[config.mk]
export PLATFORM = sky130hd
export DESIGN_NAME = skts_ctrl_flat
export DESIGN_NICKNAME = d
export VERILOG_FILES = /design/src/rtl/core/skts_pkg.sv /design/src/rtl/core/skts_if.sv /design/src/rtl/core/skts_ctrl.sv /design/src/flat_wrapper.sv
export SDC_FILE = /design/constraint.sdc
export NUM_CORES = 1
export LEC_CHECK = 0
export ABC_AREA = 0
export BUFFER_PORTS_ARGS = -buffer_cell sky130_fd_sc_hd__buf_2
export CORE_ASPECT_RATIO = 2
export CORE_MARGIN = 5
export CORE_UTILIZATION = 56
export CTS_CLUSTER_DIAMETER = 40
export DETAILED_ROUTE_END_ITERATION = 10
export PLACE_DENSITY = 0.81
export SYNTH_ARGS = -nofsm -noshare
export SYNTH_HDL_FRONTEND = slang
export SYNTH_SLANG_ARGS = --single-unit
[constraint.sdc]
create_clock -name clk_i -period 9.5 [get_ports clk_i]
set_input_delay 1.425 -clock clk_i [delete_from_list [all_inputs] [get_ports clk_i]]
set_output_delay 1.425 -clock clk_i [all_outputs]
set_load 0.02 [all_outputs]
[src/rtl/core/skts_pkg.sv]
`timescale 1ns / 1ps
`default_nettype none
// ----------------------------------------------------------------------------
// skts_pkg
// Shared types and constants of the sorted key table search unit.
// ----------------------------------------------------------------------------
package skts_pkg;

  localparam int unsigned TABLE_DEPTH = 16384;

  localparam int unsigned OpW     = 2;
  localparam int unsigned KeyW    = 17;
  localparam int unsigned PopW    = 24;
  localparam int unsigned StatusW = 3;
  localparam int unsigned IdxW    = 14;

  typedef enum logic [OpW-1:0] {
    OP_APPEND = 2'd0,
    OP_CLEAR  = 2'd1,
    OP_SEARCH = 2'd2
  } op_e;

  typedef enum logic [StatusW-1:0] {
    ST_APPENDED = 3'd0,
    ST_FULL     = 3'd1,
    ST_CLEARED  = 3'd2,
    ST_FOUND    = 3'd3,
    ST_MISSING  = 3'd4
  } status_e;

  typedef enum logic [1:0] {
    S_IDLE,
    S_PROBE,
    S_DONE
  } state_e;

  typedef struct packed {
    logic [KeyW-1:0] key;
    logic [PopW-1:0] population;
  } entry_t;

endpackage
`default_nettype wire

[src/rtl/core/skts_if.sv]
`timescale 1ns / 1ps
`default_nettype none
// ----------------------------------------------------------------------------
// skts_if
// Valid/ready channels of the sorted key table search unit.
// ----------------------------------------------------------------------------
interface skts_in_if;
  logic                        valid;
  logic                        ready;
  logic [skts_pkg::OpW-1:0]    op;
  logic [skts_pkg::KeyW-1:0]   key;
  logic [skts_pkg::PopW-1:0]   population;

  modport source (output valid, output op, output key, output population, input ready);
  modport sink   (input valid, input op, input key, input population, output ready);
endinterface

interface skts_out_if;
  logic                         valid;
  logic                         ready;
  logic [skts_pkg::StatusW-1:0] status;
  logic [skts_pkg::IdxW-1:0]    entry_index;
  logic [skts_pkg::PopW-1:0]    entry_population;

  modport source (output valid, output status, output entry_index, output entry_population,
                  input ready);
  modport sink   (input valid, input status, input entry_index, input entry_population,
                  output ready);
endinterface
`default_nettype wire

[src/rtl/core/skts_ctrl.sv]
`timescale 1ns / 1ps
`default_nettype none
// ----------------------------------------------------------------------------
// skts_ctrl
// Sequencer: appends, clears, and linear or binary probing of the store.
// ----------------------------------------------------------------------------
module skts_ctrl #(
  parameter int unsigned TableDepth = skts_pkg::TABLE_DEPTH,
  localparam int unsigned AddrW = (TableDepth > 1) ? $clog2(TableDepth) : 1,
  localparam int unsigned CntW  = $clog2(TableDepth + 1)
) (
  input  wire logic             clk_i,
  input  wire logic             rst_ni,
  input  wire logic             cfg_we_i,
  input  wire logic             cfg_wdata_i,
  skts_in_if.sink               in_i,
  skts_out_if.source            out_o,
  output logic                  mem_we_o,
  output logic [AddrW-1:0]      mem_waddr_o,
  output skts_pkg::entry_t      mem_wdata_o,
  output logic                  mem_re_o,
  output logic [AddrW-1:0]      mem_raddr_o,
  input  wire skts_pkg::entry_t mem_rdata_i
);

  skts_pkg::state_e  state_q, state_d;
  logic              mode_q;
  logic [CntW-1:0]   count_q, count_d;
  logic [CntW-1:0]   ptr_q, ptr_d;
  logic [CntW-1:0]   lo_q, lo_d;
  logic [CntW-1:0]   hi_q, hi_d;     // exclusive upper bound
  logic [skts_pkg::KeyW-1:0] key_q, key_d;

  skts_pkg::status_e         res_status_q, res_status_d;
  logic [skts_pkg::IdxW-1:0] res_idx_q, res_idx_d;
  logic [skts_pkg::PopW-1:0] res_pop_q, res_pop_d;

  logic                         out_valid_q, out_valid_d;
  logic [skts_pkg::StatusW-1:0] out_status_q, out_status_d;
  logic [skts_pkg::IdxW-1:0]    out_idx_q, out_idx_d;
  logic [skts_pkg::PopW-1:0]    out_pop_q, out_pop_d;

  logic            in_fire;
  logic            slot_free;
  logic            probe_hit;
  logic            probe_less;
  logic            probe_more;
  logic [CntW-1:0] probe_next;
  logic [CntW-1:0] bin_lo, bin_hi;
  logic [CntW-1:0] first_mid;
  logic            table_full;
  logic            table_empty;

  assign in_i.ready  = (state_q == skts_pkg::S_IDLE);
  assign in_fire     = in_i.valid && in_i.ready;
  assign slot_free   = !out_valid_q || out_o.ready;
  assign table_full  = (count_q == CntW'(TableDepth));
  assign table_empty = (count_q == '0);
  assign first_mid   = (count_q - CntW'(1)) >> 1;

  // Probe decision on the word read last cycle.
  always_comb begin
    probe_hit  = (mem_rdata_i.key == key_q);
    probe_less = (mem_rdata_i.key < key_q);
    bin_lo     = lo_q;
    bin_hi     = hi_q;
    if (mode_q) begin
      if (probe_less) begin
        bin_lo = ptr_q + CntW'(1);
      end else begin
        bin_hi = ptr_q;
      end
      probe_more = (bin_lo < bin_hi);
      probe_next = bin_lo + ((bin_hi - CntW'(1) - bin_lo) >> 1);
    end else begin
      probe_next = ptr_q + CntW'(1);
      probe_more = (probe_next < count_q);
    end
  end

  // Next state.
  always_comb begin
    state_d = state_q;
    unique case (state_q)
      skts_pkg::S_IDLE: begin
        if (in_fire) begin
          unique case (in_i.op)
            skts_pkg::OP_APPEND,
            skts_pkg::OP_CLEAR:  state_d = skts_pkg::S_DONE;
            skts_pkg::OP_SEARCH: state_d = table_empty ? skts_pkg::S_DONE : skts_pkg::S_PROBE;
            default:             state_d = skts_pkg::S_IDLE;
          endcase
        end
      end
      skts_pkg::S_PROBE: begin
        if (probe_hit || !probe_more) begin
          state_d = skts_pkg::S_DONE;
        end
      end
      skts_pkg::S_DONE: begin
        if (slot_free) begin
          state_d = skts_pkg::S_IDLE;
        end
      end
      default: state_d = skts_pkg::S_IDLE;
    endcase
  end

  // Datapath and memory control.
  always_comb begin
    count_d      = count_q;
    ptr_d        = ptr_q;
    lo_d         = lo_q;
    hi_d         = hi_q;
    key_d        = key_q;
    res_status_d = res_status_q;
    res_idx_d    = res_idx_q;
    res_pop_d    = res_pop_q;
    out_valid_d  = out_valid_q && !out_o.ready;
    out_status_d = out_status_q;
    out_idx_d    = out_idx_q;
    out_pop_d    = out_pop_q;
    mem_we_o     = 1'b0;
    mem_re_o     = 1'b0;
    mem_wdata_o.key        = in_i.key;
    mem_wdata_o.population = in_i.population;
    mem_waddr_o  = count_q[AddrW-1:0];

    unique case (state_q)
      skts_pkg::S_IDLE: begin
        if (in_fire) begin
          res_idx_d = '0;
          res_pop_d = '0;
          unique case (in_i.op)
            skts_pkg::OP_APPEND: begin
              if (table_full) begin
                res_status_d = skts_pkg::ST_FULL;
              end else begin
                mem_we_o     = 1'b1;
                count_d      = count_q + CntW'(1);
                res_status_d = skts_pkg::ST_APPENDED;
                res_idx_d    = skts_pkg::IdxW'(count_q);
              end
            end
            skts_pkg::OP_CLEAR: begin
              count_d      = '0;
              res_status_d = skts_pkg::ST_CLEARED;
            end
            skts_pkg::OP_SEARCH: begin
              key_d        = in_i.key;
              res_status_d = skts_pkg::ST_MISSING;
              lo_d         = '0;
              hi_d         = count_q;
              ptr_d        = mode_q ? first_mid : '0;
              mem_re_o     = !table_empty;
            end
            default: ;
          endcase
        end
      end
      skts_pkg::S_PROBE: begin
        lo_d = bin_lo;
        hi_d = bin_hi;
        if (probe_hit) begin
          res_status_d = skts_pkg::ST_FOUND;
          res_idx_d    = skts_pkg::IdxW'(ptr_q);
          res_pop_d    = mem_rdata_i.population;
        end else if (probe_more) begin
          ptr_d    = probe_next;
          mem_re_o = 1'b1;
        end else begin
          res_status_d = skts_pkg::ST_MISSING;
        end
      end
      skts_pkg::S_DONE: begin
        if (slot_free) begin
          out_valid_d  = 1'b1;
          out_status_d = res_status_q;
          out_idx_d    = res_idx_q;
          out_pop_d    = res_pop_q;
        end
      end
      default: ;
    endcase
  end

  // Writes land only in idle and reads only during a search: no overlap.
  assign mem_raddr_o = ptr_d[AddrW-1:0];

  always_ff @(posedge clk_i or negedge rst_ni) begin
    if (!rst_ni) begin
      state_q     <= skts_pkg::S_IDLE;
      mode_q      <= 1'b1;
      count_q     <= '0;
      out_valid_q <= 1'b0;
    end else begin
      state_q     <= state_d;
      count_q     <= count_d;
      out_valid_q <= out_valid_d;
      if (cfg_we_i) begin
        mode_q <= cfg_wdata_i;
      end
    end
  end

  always_ff @(posedge clk_i) begin
    ptr_q        <= ptr_d;
    lo_q         <= lo_d;
    hi_q         <= hi_d;
    key_q        <= key_d;
    res_status_q <= res_status_d;
    res_idx_q    <= res_idx_d;
    res_pop_q    <= res_pop_d;
    out_status_q <= out_status_d;
    out_idx_q    <= out_idx_d;
    out_pop_q    <= out_pop_d;
  end

  assign out_o.valid            = out_valid_q;
  assign out_o.status           = out_status_q;
  assign out_o.entry_index      = out_idx_q;
  assign out_o.entry_population = out_pop_q;

endmodule
`default_nettype wire

[src/flat_wrapper.sv]
// flat-port wrapper written by rule: the top's interface ports become plain ports
module skts_ctrl_flat 
#(
  parameter int unsigned TableDepth = skts_pkg::TABLE_DEPTH,
  localparam int unsigned AddrW = (TableDepth > 1) ? $clog2(TableDepth) : 1,
  localparam int unsigned CntW  = $clog2(TableDepth + 1)
)
  (clk_i, rst_ni, cfg_we_i, cfg_wdata_i, mem_we_o, mem_waddr_o, mem_wdata_o, mem_re_o, mem_raddr_o, mem_rdata_i, in_i_valid, in_i_op, in_i_key, in_i_population, in_i_ready, out_o_valid, out_o_status, out_o_entry_index, out_o_entry_population, out_o_ready);
  skts_in_if in_i_i ();
  skts_out_if out_o_i ();
  input  wire logic clk_i;
  input  wire logic rst_ni;
  input  wire logic cfg_we_i;
  input  wire logic cfg_wdata_i;
  output logic mem_we_o;
  output logic [AddrW-1:0] mem_waddr_o;
  output skts_pkg::entry_t mem_wdata_o;
  output logic mem_re_o;
  output logic [AddrW-1:0] mem_raddr_o;
  input  wire skts_pkg::entry_t mem_rdata_i;
  input wire logic [$bits(in_i_i.valid)-1:0] in_i_valid;
  input wire logic [$bits(in_i_i.op)-1:0] in_i_op;
  input wire logic [$bits(in_i_i.key)-1:0] in_i_key;
  input wire logic [$bits(in_i_i.population)-1:0] in_i_population;
  output wire logic [$bits(in_i_i.ready)-1:0] in_i_ready;
  output wire logic [$bits(out_o_i.valid)-1:0] out_o_valid;
  output wire logic [$bits(out_o_i.status)-1:0] out_o_status;
  output wire logic [$bits(out_o_i.entry_index)-1:0] out_o_entry_index;
  output wire logic [$bits(out_o_i.entry_population)-1:0] out_o_entry_population;
  input wire logic [$bits(out_o_i.ready)-1:0] out_o_ready;
  assign in_i_i.valid = in_i_valid;
  assign in_i_i.op = in_i_op;
  assign in_i_i.key = in_i_key;
  assign in_i_i.population = in_i_population;
  assign in_i_ready = in_i_i.ready;
  assign out_o_valid = out_o_i.valid;
  assign out_o_status = out_o_i.status;
  assign out_o_entry_index = out_o_i.entry_index;
  assign out_o_entry_population = out_o_i.entry_population;
  assign out_o_i.ready = out_o_ready;
  skts_ctrl #(.TableDepth(TableDepth)) u_core (.clk_i(clk_i), .rst_ni(rst_ni), .cfg_we_i(cfg_we_i), .cfg_wdata_i(cfg_wdata_i), .in_i(in_i_i), .out_o(out_o_i), .mem_we_o(mem_we_o), .mem_waddr_o(mem_waddr_o), .mem_wdata_o(mem_wdata_o), .mem_re_o(mem_re_o), .mem_raddr_o(mem_raddr_o), .mem_rdata_i(mem_rdata_i));
endmodule
# After elaboration in Yosys (flattened, before gate mapping)
# Index checks and enable logic that the tools add are counted.
classes:
  n_addsub: 6
  multipliers: 0
  div: 0
  magnitude_cmp: 3
  eq_ne: 17
  shift: 0
  n_mux: 53
  bitwise_logic: 0
  reduce_logical: 22
op_table:
  columns: ["cell", "count"]
  rows:
  - ["two-way mux 15 bit", 16]
  - ["one-hot mux 15 bit (2 select lines)", 4]
  - ["two-way mux 14 bit", 5]
  - ["two-way mux 24 bit", 2]
  - ["one-hot mux 24 bit (2 select lines)", 1]
  - ["adder 15 x 1 -> 15 bit, second input constant", 2]
  - ["less-than comparator 15 bit", 2]
  - ["subtractor 15 x 1 -> 15 bit, second input constant", 2]
  - ["one-hot mux 14 bit (2 select lines)", 1]
  - ["equality test 17 bit", 1]
  - ["less-than comparator 17 bit", 1]
  - ["adder 15 x 14 -> 15 bit", 1]
  - ["equality test 15 bit, second input constant", 1]
  - ["zero test 15 bit", 1]
  - ["subtractor 15 bit", 1]
  - ["two-way mux 1 bit", 12]
  - ["AND reduction 4 bit", 3]
  - ["inequality test 2 x 1 -> 1 bit, second input constant", 5]
  - ["two-way mux 3 bit", 3]
  - ["one-hot mux 3 bit (3 select lines)", 1]
  - ["AND reduction 3 bit", 3]
  - ["two-way mux 2 bit", 4]
  - ["inequality test 2 bit, second input constant", 4]
  - ["one-hot mux 2 bit (3 select lines)", 1]
  - ["15 further kinds", 24]
word_totals:
  ff_bits: 163
  latch_bits: 0
  ram_bits: 0
  mem_bits_ro: 0
  input_bits: 90
  output_inout_bits: 114
  memories: 0

# Logic depth before layout (Yosys ltp)
# Gate-level depths: netlist of run 1.
logic_depth:
  ltp_word: 10
  depth_mapped: 28
  mapped_depth_nobuf: 26

# Least setup slack after synthesis of run 1
# No wires, ideal clock.
synth_timing:
  kind: "input port to output port"
  startpoint: "input mem_rdata_i[26] in the netlist's numbering"
  endpoint: "output mem_raddr_o[12]"
  arrival_time_ns: 6.707
  required_ns: 8.075
  slack_ns: 1.368
  cell_stages: 25
  n_path_buf: 2
  path_cell_list: "ha_1 -> a211o_1 -> a221o_1 -> a21o_4 -> nor2_8 -> buf_1 -> mux2i_1 -> ha_1 -> nor2b_1 -> o21ai_0 -> or2b_2 -> a31o_2 -> a21oi_1 -> xnor2_1 -> ha_1 -> a21o_1 -> a21o_1 -> a21o_1 -> a21o_1 -> a21oi_1 -> o31ai_1 -> a21o_1 -> a211oi_1 -> o21ai_0 -> buf_4"
synth_between:
  elab_chain_len: 10
  word_cells_on_any_way: 15
  classes_between: "add/sub: 3; order compare: 2; eq/ne: 1; mux: 9"
synth_rtl:
  columns: ["item", "line", "source"]
  rows:
  - ["from (decl)", "flat_wrapper.sv:20", "input wire skts_pkg::entry_t mem_rdata_i;"]
  - ["less-than comparator 17 bit", "skts_ctrl.sv:64", "probe_less = (mem_rdata_i.key < key_q);"]
  - ["two-way mux 15 bit", "skts_ctrl.sv:68", "if (probe_less) begin"]
  - ["two-way mux 15 bit", "skts_ctrl.sv:67", "if (mode_q) begin"]
  - ["subtractor 15 x 1 -> 15 bit", "skts_ctrl.sv:74", "probe_next = bin_lo + ((bin_hi - CntW'(1) - bin_lo) >> 1);"]
  - ["subtractor 15 bit", "skts_ctrl.sv:74", null]
  - ["adder 15 x 14 -> 15 bit", "skts_ctrl.sv:74", null]
  - ["two-way mux 15 bit", "skts_ctrl.sv:67", null]
  - ["two-way mux 15 bit", "skts_ctrl.sv:168", "end else if (probe_more) begin"]
  - ["two-way mux 15 bit *", "skts_ctrl.sv:164", "if (probe_hit) begin"]
  - ["one-hot mux 15 bit (2 select lines) *", "skts_ctrl.sv:129", "unique case (state_q)"]
  - ["to (decl)", "flat_wrapper.sv:19", "output logic [AddrW-1:0] mem_raddr_o;"]
# Mark *: on every way between the ends. The rest lies on a longest branch, timed or not. The select of a mux whose other input is x is not followed.

# Final worst setup path of run 1
# Same ends and word-level chain as after synthesis.

==> impl.org, run 1 <==
** Outcome
- Outcome :: completed

** Logic synthesis
- Share of flip-flops with an asynchronous set or reset :: 11.7%
- Total of warnings raised by yosys :: 0
- Netlist area before placement :: 0.0101 mm2
- Yosys mapped the design onto 78 distinct sky130hd cell types.
- Part of the Yosys area used for sequential elements :: 46.0%
- Flip-flop cell with the highest count after synthesis :: sky130_fd_sc_hd__edfxtp_1
- Mean area per synthesized cell :: 10.4 um2
- Yosys mapped a number of flops with a built-in enable equal to 130.
- Number of cells produced by synthesis :: 973
- Counting every net in the synthesized netlist gives 1143.
- Number of synthesized register bits :: 163

** Power and ir drop
- Highest ir drop seen on vdd :: 0.000176 V
- Summed over all cells, the static leakage comes to 4.98 nW.
- For this design the ratio of total power to cell area is 361 mW/mm2.

** Timing
- Based on the critical path, the design can be clocked at up to 114 MHz.
- On the final layout, the worst clock skew is 0.0109 ns.
- In the final timing run, aggregate negative setup slack is 0 ns.
- The routed design could run at a clock period as short as 8.75 ns.
- Worst slew margin :: 12.6%
- Dividing the final minimum period by the clock period gives 92.1%.
- Worst Max-Slew Pin Slew :: 1.28 ns
- The tightest hold path in the finished design has a slack of 0.419 ns.
- Pins Over Slew Limit :: 0
- RSZ-0062 raised after global routing :: false
- Final setup violation count :: 0
- Final-report hold violation count :: 0

** Global route
- Global-route layer with the greatest usage :: met2
- Met2 routing resource usage after global routing :: 43.8%
- For this run, global-route usage on met1 was measured as 24.0%.
- For this run, global-route usage on met3 was measured as 4.93%.
- Global-route usage over all layers :: 24.2%
- Pin count of the biggest net entering global routing :: 46
- Number of global-route vias before repair :: 7736
- Overflow left after global routing :: 0
- The initial antenna violation count is 0.
- The first global-routing pass estimated 40.0 mm of wire.

** Min path
- Hold Crit Endpoint :: u_core.out_o.entry_index[8]
- Counting instances, the worst hold path has a depth of 0.
- Path category of the worst min-delay check :: flop to flop
- In this run the most critical hold path is launched from u_core.res_idx_q[8].

** Clocking
- The tree built by TritonCTS fans out to 163 sinks.
- Hold-fix buffers, CTS :: 0
- Root buf cell :: sky130_fd_sc_hd__clkbuf_16
- Maximum root-to-sink buffer count :: 2
- After clock tree synthesis, the clock-pin slew on the worst setup and hold paths is 0.06 ns.
- The H-tree was split into 4 levels.
- Post-CTS setup buffer count :: 0
- Gates resized during post-CTS repair numbered 0.
- Skew-Pair Late Insertion Delay :: 0.44 ns
- The number of clock buffers added by TritonCTS is 17.
- TritonCTS built the clock tree.

** Flow run
- Across the run, the number of max-cap violations was 0.

** Die
- Height of the die :: 200 um
- During I/O placement, the number of pins put on the boundary was 204.
- In this run the standard cell core region covers 0.0178 mm2.
- Initial standard-cell utilization of the core :: 57.0%
- Number of rows created at floorplan :: 69
- The die is 105 um wide.
- The floorplan step defined a die boundary enclosing 0.0210 mm2.

** Setup path
- Data on the critical path is required at its endpoint by 8.08 ns.
- Crit Path Category :: primary input to primary output
- The number of cells on the worst reg-to-reg path is 25.
- Data arrives at the worst endpoint at 7.32 ns.
- Along the worst path, the maximum fanout reaches 14.
- Critical path startpoint category :: primary input
- Slack of the worst reg-to-reg path :: 3.22 ns
- Critical R2R Launch :: u_core.key_q[2]
- RR Endpoint :: u_core.ptr_q[14]
- The worst setup path is captured at a primary output.

** Route
- Summed over all layers, the routed wires come to 25.7 mm.
- The first TritonRoute pass finished after 6 iterations.
- For this block, the via count after detailed routing is 7605.
- Number of vias per cell after detailed routing :: 5.96
- The detail route stage leaves a number of antenna-violating nets equal to 0.
- The first routing iteration left 596 violations.
- DRC Markers :: 0
- In the final routed layout, each cell accounts on average for 20.1 um.

** Finish
- Fill cell total of the finished layout :: 1460
- The repair_antennas step left the layout with diodes totalling 0.
- Util after Layout :: 62.6%
- Area delta synth->final :: 9.98%
- Final net count :: 1222
- Of the cells placed in the final design, the portion with a size suffix greater than 1 is 20.8%.
- Most used cells in the layout excluding fill and tap cells :: 155 x sky130_fd_sc_hd__buf_2, 130 x sky130_fd_sc_hd__edfxtp_1, 78 x sky130_fd_sc_hd__ha_1
- After routing the design area is 0.0111 mm2.
- Most common library cell in the layout ignoring fill and taps :: sky130_fd_sc_hd__buf_2

** Placement
- Input and output buffers added on the ports amount to 155.
- Detailed placement finished with a half-perimeter wire length of 20.3 mm.
- In this run the cell area measured after placement is 0.0106 mm2.
- GP Congestion :: 1.05
==> cell families (layout without fill, tap and decap cells) <==
kind of cell	Yosys count	count (layout)	share of synthesized area, %
AOI/OAI and AO/OA	192	192	13.2
xor gates and xnor gates	60	60	5.19
adders and majority gates	80	80	10.0
buffers and inverters	183	274	9.57
DFF	163	163	46.0
muxes	24	24	2.38
and+or+nand+nor	271	271	13.6
==> worst max-delay path, stage by stage <==
cell and delay [ns]:
sky130_fd_sc_hd__buf_2 0.10, sky130_fd_sc_hd__ha_1 0.29, sky130_fd_sc_hd__a211o_1 0.27, sky130_fd_sc_hd__a221o_1 0.35
sky130_fd_sc_hd__a21oi_1 0.36, sky130_fd_sc_hd__nand2_1 0.45, sky130_fd_sc_hd__mux2i_1 0.39, sky130_fd_sc_hd__inv_1 0.18
sky130_fd_sc_hd__fa_1 0.48, sky130_fd_sc_hd__nor2b_1 0.12, sky130_fd_sc_hd__o21ai_0 0.07, sky130_fd_sc_hd__or2b_2 0.18
sky130_fd_sc_hd__a31o_2 0.17, sky130_fd_sc_hd__a21oi_1 0.08, sky130_fd_sc_hd__xnor2_1 0.14, sky130_fd_sc_hd__ha_1 0.34
sky130_fd_sc_hd__a21o_1 0.18, sky130_fd_sc_hd__a21o_1 0.23, sky130_fd_sc_hd__a21o_1 0.20, sky130_fd_sc_hd__a21o_1 0.18
sky130_fd_sc_hd__a21oi_1 0.15, sky130_fd_sc_hd__o31ai_1 0.16, sky130_fd_sc_hd__a21o_1 0.24, sky130_fd_sc_hd__a211oi_1 0.21
sky130_fd_sc_hd__o21ai_0 0.15, sky130_fd_sc_hd__buf_2 0.20
==> synthesized netlist by cell type (23+ instances only) <==
master | count | area (um2)
sky130_fd_sc_hd__a21oi_1 | 39 | 195
sky130_fd_sc_hd__nand2_1 | 57 | 214
sky130_fd_sc_hd__clkbuf_1 | 30 | 113
sky130_fd_sc_hd__and2_1 | 29 | 181
sky130_fd_sc_hd__nand3_1 | 37 | 185
sky130_fd_sc_hd__inv_1 | 77 | 289
sky130_fd_sc_hd__a21o_1 | 24 | 180
sky130_fd_sc_hd__ha_1 | 78 | 976
sky130_fd_sc_hd__edfxtp_1 | 130 | 3900
sky130_fd_sc_hd__buf_4 | 69 | 518
sky130_fd_sc_hd__nor2_1 | 71 | 267
sky130_fd_sc_hd__mux2i_1 | 23 | 230
sky130_fd_sc_hd__xnor2_1 | 48 | 420
sky130_fd_sc_hd__o21ai_0 | 42 | 210
==> flip-flops by register name, indices dropped and copies added (netlist names) <==
register / count
u_core.count_q: 15
u_core.hi_q: 15
u_core.key_q: 17
u_core.lo_q: 15
u_core.mode_q: 1
u_core.out_o.entry_index: 14
u_core.out_o.entry_population: 24
u_core.out_o.status: 3
u_core.out_o.valid: 1
u_core.ptr_q: 15
u_core.res_idx_q: 14
u_core.res_pop_q: 24
u_core.res_status_q: 3
u_core.state_q: 2
==> worst max-delay path by stage <==
stage               startpoint         endpoint  slack [ns]  cells past startpoint
2_1_floorplan  mem_rdata_i[26]  mem_raddr_o[12]        1.37                     25
6_report       mem_rdata_i[26]  mem_raddr_o[12]        0.75                     26
5_1_grt        mem_rdata_i[26]  mem_raddr_o[12]        0.25                     26
3_5_place_dp   mem_rdata_i[26]  mem_raddr_o[11]        0.77                     18
3_3_place_gp   mem_rdata_i[26]  mem_raddr_o[11]        0.94                     18
4_1_cts        mem_rdata_i[26]  mem_raddr_o[11]        0.79                     18
==> report_power, final <==
group | switching (mW) | total (mW) | internal [mW]
clock network | 0.297 | 0.661 | 0.364
logic | 1.38 | 2.21 | 0.829
registers | 0.126 | 1.16 | 1.03
total | 1.80 | 4.02 | 2.22
==> routing by layer <==
layer | wire [um] | vias to the layer above
met4 | 1780 | 0
met5 | 0 | -
met3 | 1550 | 122
met1 | 8580 | 3566
li1 | - | 3566
met2 | 13800 | 351
==> per-stage QoR <==
| step | worst slack (ns) | std cells | power, mW |
|---|---|---|---|
| global placement | 0.937 | 1246 | 3.30 |
| floorplan | 1.37 | 973 | 2.80 |
| CTS | 0.786 | 1277 | 4.01 |
| detailed placement | 0.772 | 1246 | 3.34 |
| finish | 0.754 | 1277 | 4.02 |
| global route | 0.246 | 1277 | 4.29 |
==> area by class of cell <==
cell class                      instances  area (um2)  share of cell area (%)
Sequential cell                       163        4660                    41.8
Multi-Input combinational cell        627        4510                    40.5
Inverter                               78         295                    2.65
Timing Repair Buffer                  165         851                    7.64
Tap cell                              213         267                    2.39
Clock inverter                         13         128                    1.15
Clock buffer                           18         429                    3.85
Power figures use the tool's default switching activity.
==> run 2: changes to the inputs <==
--- a/config.mk
+++ b/config.mk
@@ -13,4 +13,5 @@
 export CTS_CLUSTER_DIAMETER = 40
 export DETAILED_ROUTE_END_ITERATION = 10
+export GPL_TIMING_DRIVEN = 0
 export PLACE_DENSITY = 0.81
 export SYNTH_ARGS = -nofsm -noshare
==> constraint.sdc (replaced) <==
create_clock -name clk_i -period 9.5 [get_ports clk_i]
set_input_delay 1.9 -clock clk_i [delete_from_list [all_inputs] [get_ports clk_i]]
set_output_delay 1.9 -clock clk_i [all_outputs]
set_load 0.02 [all_outputs]
==> run 2 against run 1 <==
Clock skew decreased by 0.0011 ns; critical endpoint unchanged; sequential power down 3%; fmax down 6.0%; die area unchanged; critical path depth increased by 2; largest cell class is now multi-input combinational cells; worst setup slack got worse by 0.55 ns.
==> impl.org, run 2 (synthesis gave the netlist of run 1 again) <==
** Die
- Number of rows created at floorplan :: 69 (unchanged)
- Initial standard-cell utilization of the core :: 57.0% (unchanged)
- Area enclosed by the die boundary :: 0.0210 mm2 (unchanged)
- The vertical die dimension came to 200 um (unchanged).
- The width of the die was 105 um (unchanged).
- Number of top-level pins :: 204 (unchanged)
- Standard cell core area :: 0.0178 mm2 (unchanged)

** Route
- The ratio of routed vias to standard cells came to 5.77 (-3.1%).
- Initial DRC Count :: 664 (+11%)
- Routed WL per cell :: 19.8 um (-1.6%)
- DRC Markers :: 0 (unchanged)
- Final Routed Wirelength :: 27.9 mm (+8.5%)
- The via total after detailed routing was 8123 (+6.8%).
- The first-pass iteration count of the detailed router came to 5 (-1).
- The residual antenna-violating net count after detailed routing came to 0 (unchanged).

** Finish
- Final net count :: 1352 (+11%)
- Most common library cell in the layout ignoring fill and taps :: sky130_fd_sc_hd__buf_2
- From synthesis to final layout, the design area changed by 20.7%.
- Share of layout cells above drive strength 1 :: 29.2% (+8.4 points)
- Util after Layout :: 68.7% (+6.1 points)
- Ant. Diodes :: 0 (unchanged)
- Most used cells in the layout excluding fill and tap cells :: 180 x sky130_fd_sc_hd__buf_2, 130 x sky130_fd_sc_hd__edfxtp_1, 79 x sky130_fd_sc_hd__buf_4

** Global route
- Number of global-route vias before repair :: 8501 (+9.9%)
- The largest net degree at the start of global routing is 42 (-8.7%).
- The initial antenna violation count was 0 (unchanged).
- First-pass GRT wire length :: 43.5 mm (+8.7%)
- Global-route usage over all layers :: 26.3% (+2.1 points)
- The global route total overflow is 0 (unchanged).

** Timing
- Pins Over Slew Limit :: 0 (unchanged)
- The tightest slew margin relative to the limit was 8.54% (-4.1 points).
- Final Critical Period :: 9.30 ns (+0.554 ns)
- Worst Max-Slew Pin Slew :: 1.36 ns (+0.0813 ns)
- The worst clock skew is 0.00977 ns (-0.00111 ns).
- Setup repair after global routing could not meet its margin everywhere.
- Worst Setup Slack, final :: 0.201 ns (-0.554 ns)
- The number of hold violations in the final report was 0 (unchanged).
- Final period utilization :: 97.9% (+5.8 points)
- Final setup violation count :: 0 (unchanged)
- Max frequency :: 108 MHz (-6.0%)

** Min path
- The instance count along the most critical hold path came to 0 (unchanged).
- Path category of the worst min-delay check :: flop to flop

** Power and ir drop
- Cell area power density :: 350 mW/mm2 (-3.1%)
- Highest ir drop seen on vdd :: 0.000196 V (+11%)
- The total leakage power was 5.53 nW (+11%).

** Setup path
- Worst EP required :: 7.60 ns (-0.48 ns)
- Arrival time at the worst endpoint :: 7.40 ns (+0.08 ns)
- The biggest fanout along the worst timing path was 7 (-7).
- The critical path is of the primary input to primary output type.
- The depth of the worst register-to-register path is 27 (+8.0%).
- STA classifies the critical path startpoint as a primary input.
- Endpoint type of the worst setup path :: primary output

** Outcome
- Outcome :: completed

** Clocking
- Hold-fix buffers, CTS :: 0 (unchanged)
- Clock transition at path regs :: 0.07 ns (about the same)
- The TritonCTS buffer count is 17 (unchanged).
- The clock sink count was 163 (unchanged).
- The clock latency of the later-clocked register in the worst-skew pair came to 0.44 ns (about the same).
- Maximum root-to-sink buffer count :: 2 (unchanged)
- Clock tree from TritonCTS :: built
- Depth of the CTS H-tree :: 4 (unchanged)
- Root buf cell :: sky130_fd_sc_hd__clkbuf_16

** Placement
- Port Buffers :: 179 (+15%)
- HPWL after detailed placement :: 21.9 mm (+8.3%)
- Dpl ws :: -0.816 ns (-1.59 ns)
- The weighted congestion reported at the end of routability-driven placement was 0.937 (-11%).

** Flow run
- The total of max-cap violations was 0 (unchanged).
run 2: where the power goes:
part	internal (mW)	switching, mW	total (mW)
registers	1.03	0.0924	1.12
clock network	0.395	0.312	0.707
logic	0.976	1.47	2.45
run 2: layout make-up:
type / instances / area, um2
Tap cell: 213 / 267
Fill cell: 1376 / 5560
Clock inverter: 14 / 174
Inverter: 78 / 295
Sequential cell: 163 / 4660
Timing Repair Buffer: 191 / 1000
Clock buffer: 18 / 429
Buffer: 104 / 707
Multi-Input combinational cell: 627 / 4690
run 2: per-layer routing:
layer  vias up  track usage, %  wire length, um
met5         -               0                0
met4         0            18.7             2080
met3       122            4.35             1680
met2       375            49.0            15200
met1      3805            25.2             8940
li1       3821               -                -
run 2: worst paths after layout:
check,end,slack (ns),start
hold reg to reg,u_core.out_o.entry_population[4],0.42,u_core.res_pop_q[4]
setup / recovery,mem_raddr_o[12],0.20,mem_rdata_i[26]
max in group asynchronous,u_core.mode_q,7.74,rst_ni
setup reg to reg,u_core.ptr_q[14],3.54,u_core.key_q[2]
min in group asynchronous,u_core.count_q[13],1.42,rst_ni
hold / removal,u_core.out_o.entry_population[4],0.42,u_core.res_pop_q[4]
run 2: through the flow:
step | hold slack, ns | power (mW) | instances | setup TNS (ns) | cell area (um2)
6_report | 0.419 | 4.28 | 1408 | 0 | 12200
5_1_grt | 0.426 | 4.54 | 1408 | -0.164 | 12200
4_1_cts | 0.418 | 4.16 | 1400 | 0 | 12000
3_5_place_dp | 0.405 | 3.40 | 1366 | -4.48 | 11300
3_3_place_gp | 0.401 | 3.35 | 1365 | -3.99 | 11300
2_1_floorplan | 0.400 | 2.80 | 973 | 0 | 10100
run 2: what timing repair did:
action / 4_1_cts / 5_1_grt
endpoints found under the setup margin: 13 / 12
setup buffers: 2 / 9
endpoints found under the hold margin: 0 / 0
pin swaps: 1 / 11
resized for setup: 21 / 30
run 2: worst max-delay path, cell delays in order:
cell                       delay [ns]
sky130_fd_sc_hd__buf_2           0.10
sky130_fd_sc_hd__ha_1            0.29
sky130_fd_sc_hd__a211o_1         0.27
sky130_fd_sc_hd__a221o_1         0.42
sky130_fd_sc_hd__a21o_4          0.25
sky130_fd_sc_hd__nor2_8          0.24
sky130_fd_sc_hd__buf_6           0.15
sky130_fd_sc_hd__mux2i_4         0.27
sky130_fd_sc_hd__inv_2           0.07
sky130_fd_sc_hd__ha_4            0.24
sky130_fd_sc_hd__nor2b_1         0.13
sky130_fd_sc_hd__o21ai_1         0.13
sky130_fd_sc_hd__or2b_4          0.29
sky130_fd_sc_hd__a31o_2          0.24
sky130_fd_sc_hd__a21oi_2         0.15
sky130_fd_sc_hd__xnor2_1         0.13
sky130_fd_sc_hd__ha_1            0.28
sky130_fd_sc_hd__a21o_1          0.18
sky130_fd_sc_hd__a21o_1          0.19
sky130_fd_sc_hd__a21o_1          0.19
sky130_fd_sc_hd__a21o_1          0.19
sky130_fd_sc_hd__a21oi_2         0.17
sky130_fd_sc_hd__o31ai_4         0.12
sky130_fd_sc_hd__a21o_1          0.19
sky130_fd_sc_hd__a211oi_2        0.23
sky130_fd_sc_hd__o21ai_2         0.08
sky130_fd_sc_hd__buf_4           0.14
sky130_fd_sc_hd__buf_2           0.15
==> run 3: changes to the inputs <==
CORE_UTILIZATION = 35   (was 56)
PLACE_DENSITY = unset   (was 0.81)
==> run 3 against run 2 <==
Flip-flop and latch count unchanged; highest routed layer unchanged; final cell count increased by 11%; final area increased by 4.0%; via count decreased by 0.62%; worst setup slack got worse by 0.029 ns.
==> impl.org, run 3 (synthesis gave the netlist of run 1 again) <==
** Outcome
- The run finished with clean final reports.

** Min path
- For hold timing, the worst endpoint is u_core.out_o.entry_population[5].
- The startpoint identified for the worst hold timing path is u_core.res_pop_q[5].
- Hold Path Cell Cnt :: 0 (unchanged)
- The tightest min-delay check is of the flop to flop type.

** Timing
- The post-layout minimum cycle time came to 9.33 ns (+0.0289 ns).
- The count of pins over their slew limit came to 0 (unchanged).
- Final-report hold violation count :: 0 (unchanged)
- The highest clock rate was 107 MHz (-0.31%).
- Worst slew margin :: 32.4% (+24 points)
- The worst clock skew came to 0.0131 ns (+0.00336 ns).
- Worst Max-Slew Pin Slew :: 1.01 ns (-0.351 ns)
- The setup violation total in the final timing report came to 0 (unchanged).
- Setup repair after global routing could not meet its margin everywhere.
- The final clock period utilization by the worst path was 98.2% (+0.30 points).
- Hold_ws :: 0.420 ns (+0.00105 ns)

** Clocking
- Hold-fix buffers, CTS :: 0 (unchanged)
- Count of clock tree sinks :: 163 (unchanged)
- The tree is rooted in a sky130_fd_sc_hd__clkbuf_16.
- Clock tree from TritonCTS :: built
- The H-tree depth was 4 (unchanged).
- The clock latency of the later-clocked register in the worst-skew pair came to 0.45 ns (about the same).
- The TritonCTS buffer count is 17 (unchanged).
- The clock tree buffer depth is 2 (unchanged).
- The clock transition at the registers of the reported paths came to 0.07 ns (about the same).

** Setup path
- Kind of cell with the highest combined delay on the critical path :: compound AO/OA/AOI/OAI gates
- The slack of the worst reg-to-reg path came to 3.68 ns (+0.14 ns).
- The signal arrival time at the worst endpoint was 7.43 ns (+0.03 ns).
- Critical R2R Launch :: u_core.key_q[2]
- In this run the worst setup path begins at mem_rdata_i[28].
- Most frequent cell on the critical path :: sky130_fd_sc_hd__a21o_1
- Critical Path Slowest Stage Cell :: sky130_fd_sc_hd__a221o_1
- Crit Path Category :: primary input to primary output
- The worst setup path is launched from a primary input.
- Worst path max stage delay :: 0.37 ns (-0.05 ns)
- Depth of the most critical reg-to-reg path :: 25 (-7.4%)
- The biggest fanout along the worst timing path is 10 (+3).
- Endpoint type of the worst setup path :: primary output
- The worst register-to-register path ends at u_core.ptr_q[14].
- Worst EP required :: 7.60 ns (about the same)
- CP Buf/Inv Count :: 4 (-1)

** Finish
- The total area of multi-input combinational cells was 0.00488 mm2 (+4.0%).
- Fill cell total of the finished layout :: 2712 (+97%)
- The post-route cell area came to 0.0127 mm2 (+4.0%).
- Most used cells in the layout excluding fill and tap cells :: 179 x sky130_fd_sc_hd__buf_2, 130 x sky130_fd_sc_hd__edfxtp_1, 88 x sky130_fd_sc_hd__buf_4
- The library cell used most frequently in the layout, excluding fill and tap cells, is sky130_fd_sc_hd__buf_2.
- Final net count :: 1361 (+0.67%)
- The non-filler instance count after layout was 1566 (+11%).
- The layout cell share with drive strength beyond 1 was 31.6% (+2.4 points).
- Total area of sequential cells :: 0.00466 mm2 (unchanged)
- Area delta synth->final :: 25.5%
- The final design utilization came to 44.2% (-24 points).

** Placement
- Port Buffers :: 179 (unchanged)
- Post-Place Cells :: 1513 (+11%)
- GP Congestion :: 0.922 (-1.7%)
- The final HPWL from detailed placement is 24.1 mm (+10%).
- Placed Area :: 0.0115 mm2 (+1.7%)

** Route
- The routed length per placed instance was 19.0 um (-3.8%).
- The number of design-rule violations left by the first detailed-router iteration was 433 (-35%).
- Pre-Repair DR Iteration Count :: 7 (+2)
- Count of antenna-violating nets left after detailed routing :: 0 (unchanged)
- The detailed-route DRC error count was 0 (unchanged).
- The total wirelength of the detailed-routed design came to 29.8 mm (+7.0%).
- Via total after detailed routing :: 8073 (-0.62%)
- The ratio of routed vias to standard cells came to 5.16 (-11%).

** Global route
- Pin count of the biggest net entering global routing :: 42 (unchanged)
- First-pass GRT wire length :: 43.8 mm (+0.55%)
- Overflow left after global routing :: 0 (unchanged)
- The initial antenna violation count is 2 (+2).
- Global-route usage over all layers :: 17.8% (-8.4 points)
- Number of global-route vias before repair :: 8062 (-5.2%)

** Die
- The number of standard-cell rows in the floorplan was 88 (+28%).
- The vertical die dimension came to 251 um (+25%).
- Area enclosed by the die boundary :: 0.0327 mm2 (+55%)
- The standard cell core area was 0.0287 mm2 (+62%).
- The starting density of the core is 35.3% (-22 points).
- Die Width :: 130 um (+24%)
- The number of top-level design ports is 204 (unchanged).

** Power and ir drop
- The power per cell area was 357 mW/mm2 (+2.1%).
- Highest ir drop seen on vdd :: 0.000158 V (-19%)
- The total leakage power came to 5.62 nW (+1.6%).

** Flow run
- Max Cap Violations :: 0 (unchanged)
-- run 3: worst max-delay path by stage --
stage / to / cells after the start
finish: mem_raddr_o[12] / 27
global route: mem_raddr_o[7] / 23
CTS: mem_raddr_o[13] / 27
detailed placement: mem_raddr_o[12] / 25
global placement: mem_raddr_o[12] / 25
floorplan: mem_raddr_o[12] / 25
-- run 3: per-layer routing --
| layer | routed length (um) | global-route usage, % | up-vias | part of all wire (%) |
|---|---|---|---|---|
| li1 | - | - | 3837 | - |
| met1 | 9150 | 15.4 | 3839 | 31 |
| met2 | 17100 | 35.4 | 286 | 57 |
| met3 | 1430 | 2.88 | 111 | 4.8 |
| met4 | 2160 | 12.0 | 0 | 7.2 |
| met5 | 0 | 0 | - | 0 |
-- run 3: through the flow --
| stage | power, mW | setup TNS (ns) | setup WS (ns) |
|---|---|---|---|
| floorplan | 2.80 | 0 | 0.418 |
| global route | 4.81 | -0.0320 | -0.0278 |
| finish | 4.54 | 0 | 0.172 |
| detailed placement | 3.49 | -7.59 | -1.15 |
| CTS | 4.32 | -0.354 | -0.154 |
| global placement | 3.45 | -6.96 | -1.07 |
-- run 3: cell type report --
class	count	share of cell area, %
clock inverters	15	1.64
clock buffers	17	3.35
repair buffers	201	8.68
well taps	360	3.54
diodes	2	0.0394
flip-flops and latches	163	36.7
plain buffers	103	5.42
multi-input cells	627	38.3
inverters	78	2.32
-- run 3: timing repair --
action | CTS | global route
endpoints found under the hold margin | 0 | 0
resized for setup | 34 | 53
setup buffers | 1 | 19
endpoints found under the setup margin | 13 | 13
pin swaps | 2 | 25
-- run 3: power by group --
| group | internal, mW | switching, mW |
|---|---|---|
| Sequential | 1.03 | 0.0970 |
| Clock | 0.406 | 0.329 |
| Combinational | 1.09 | 1.59 |
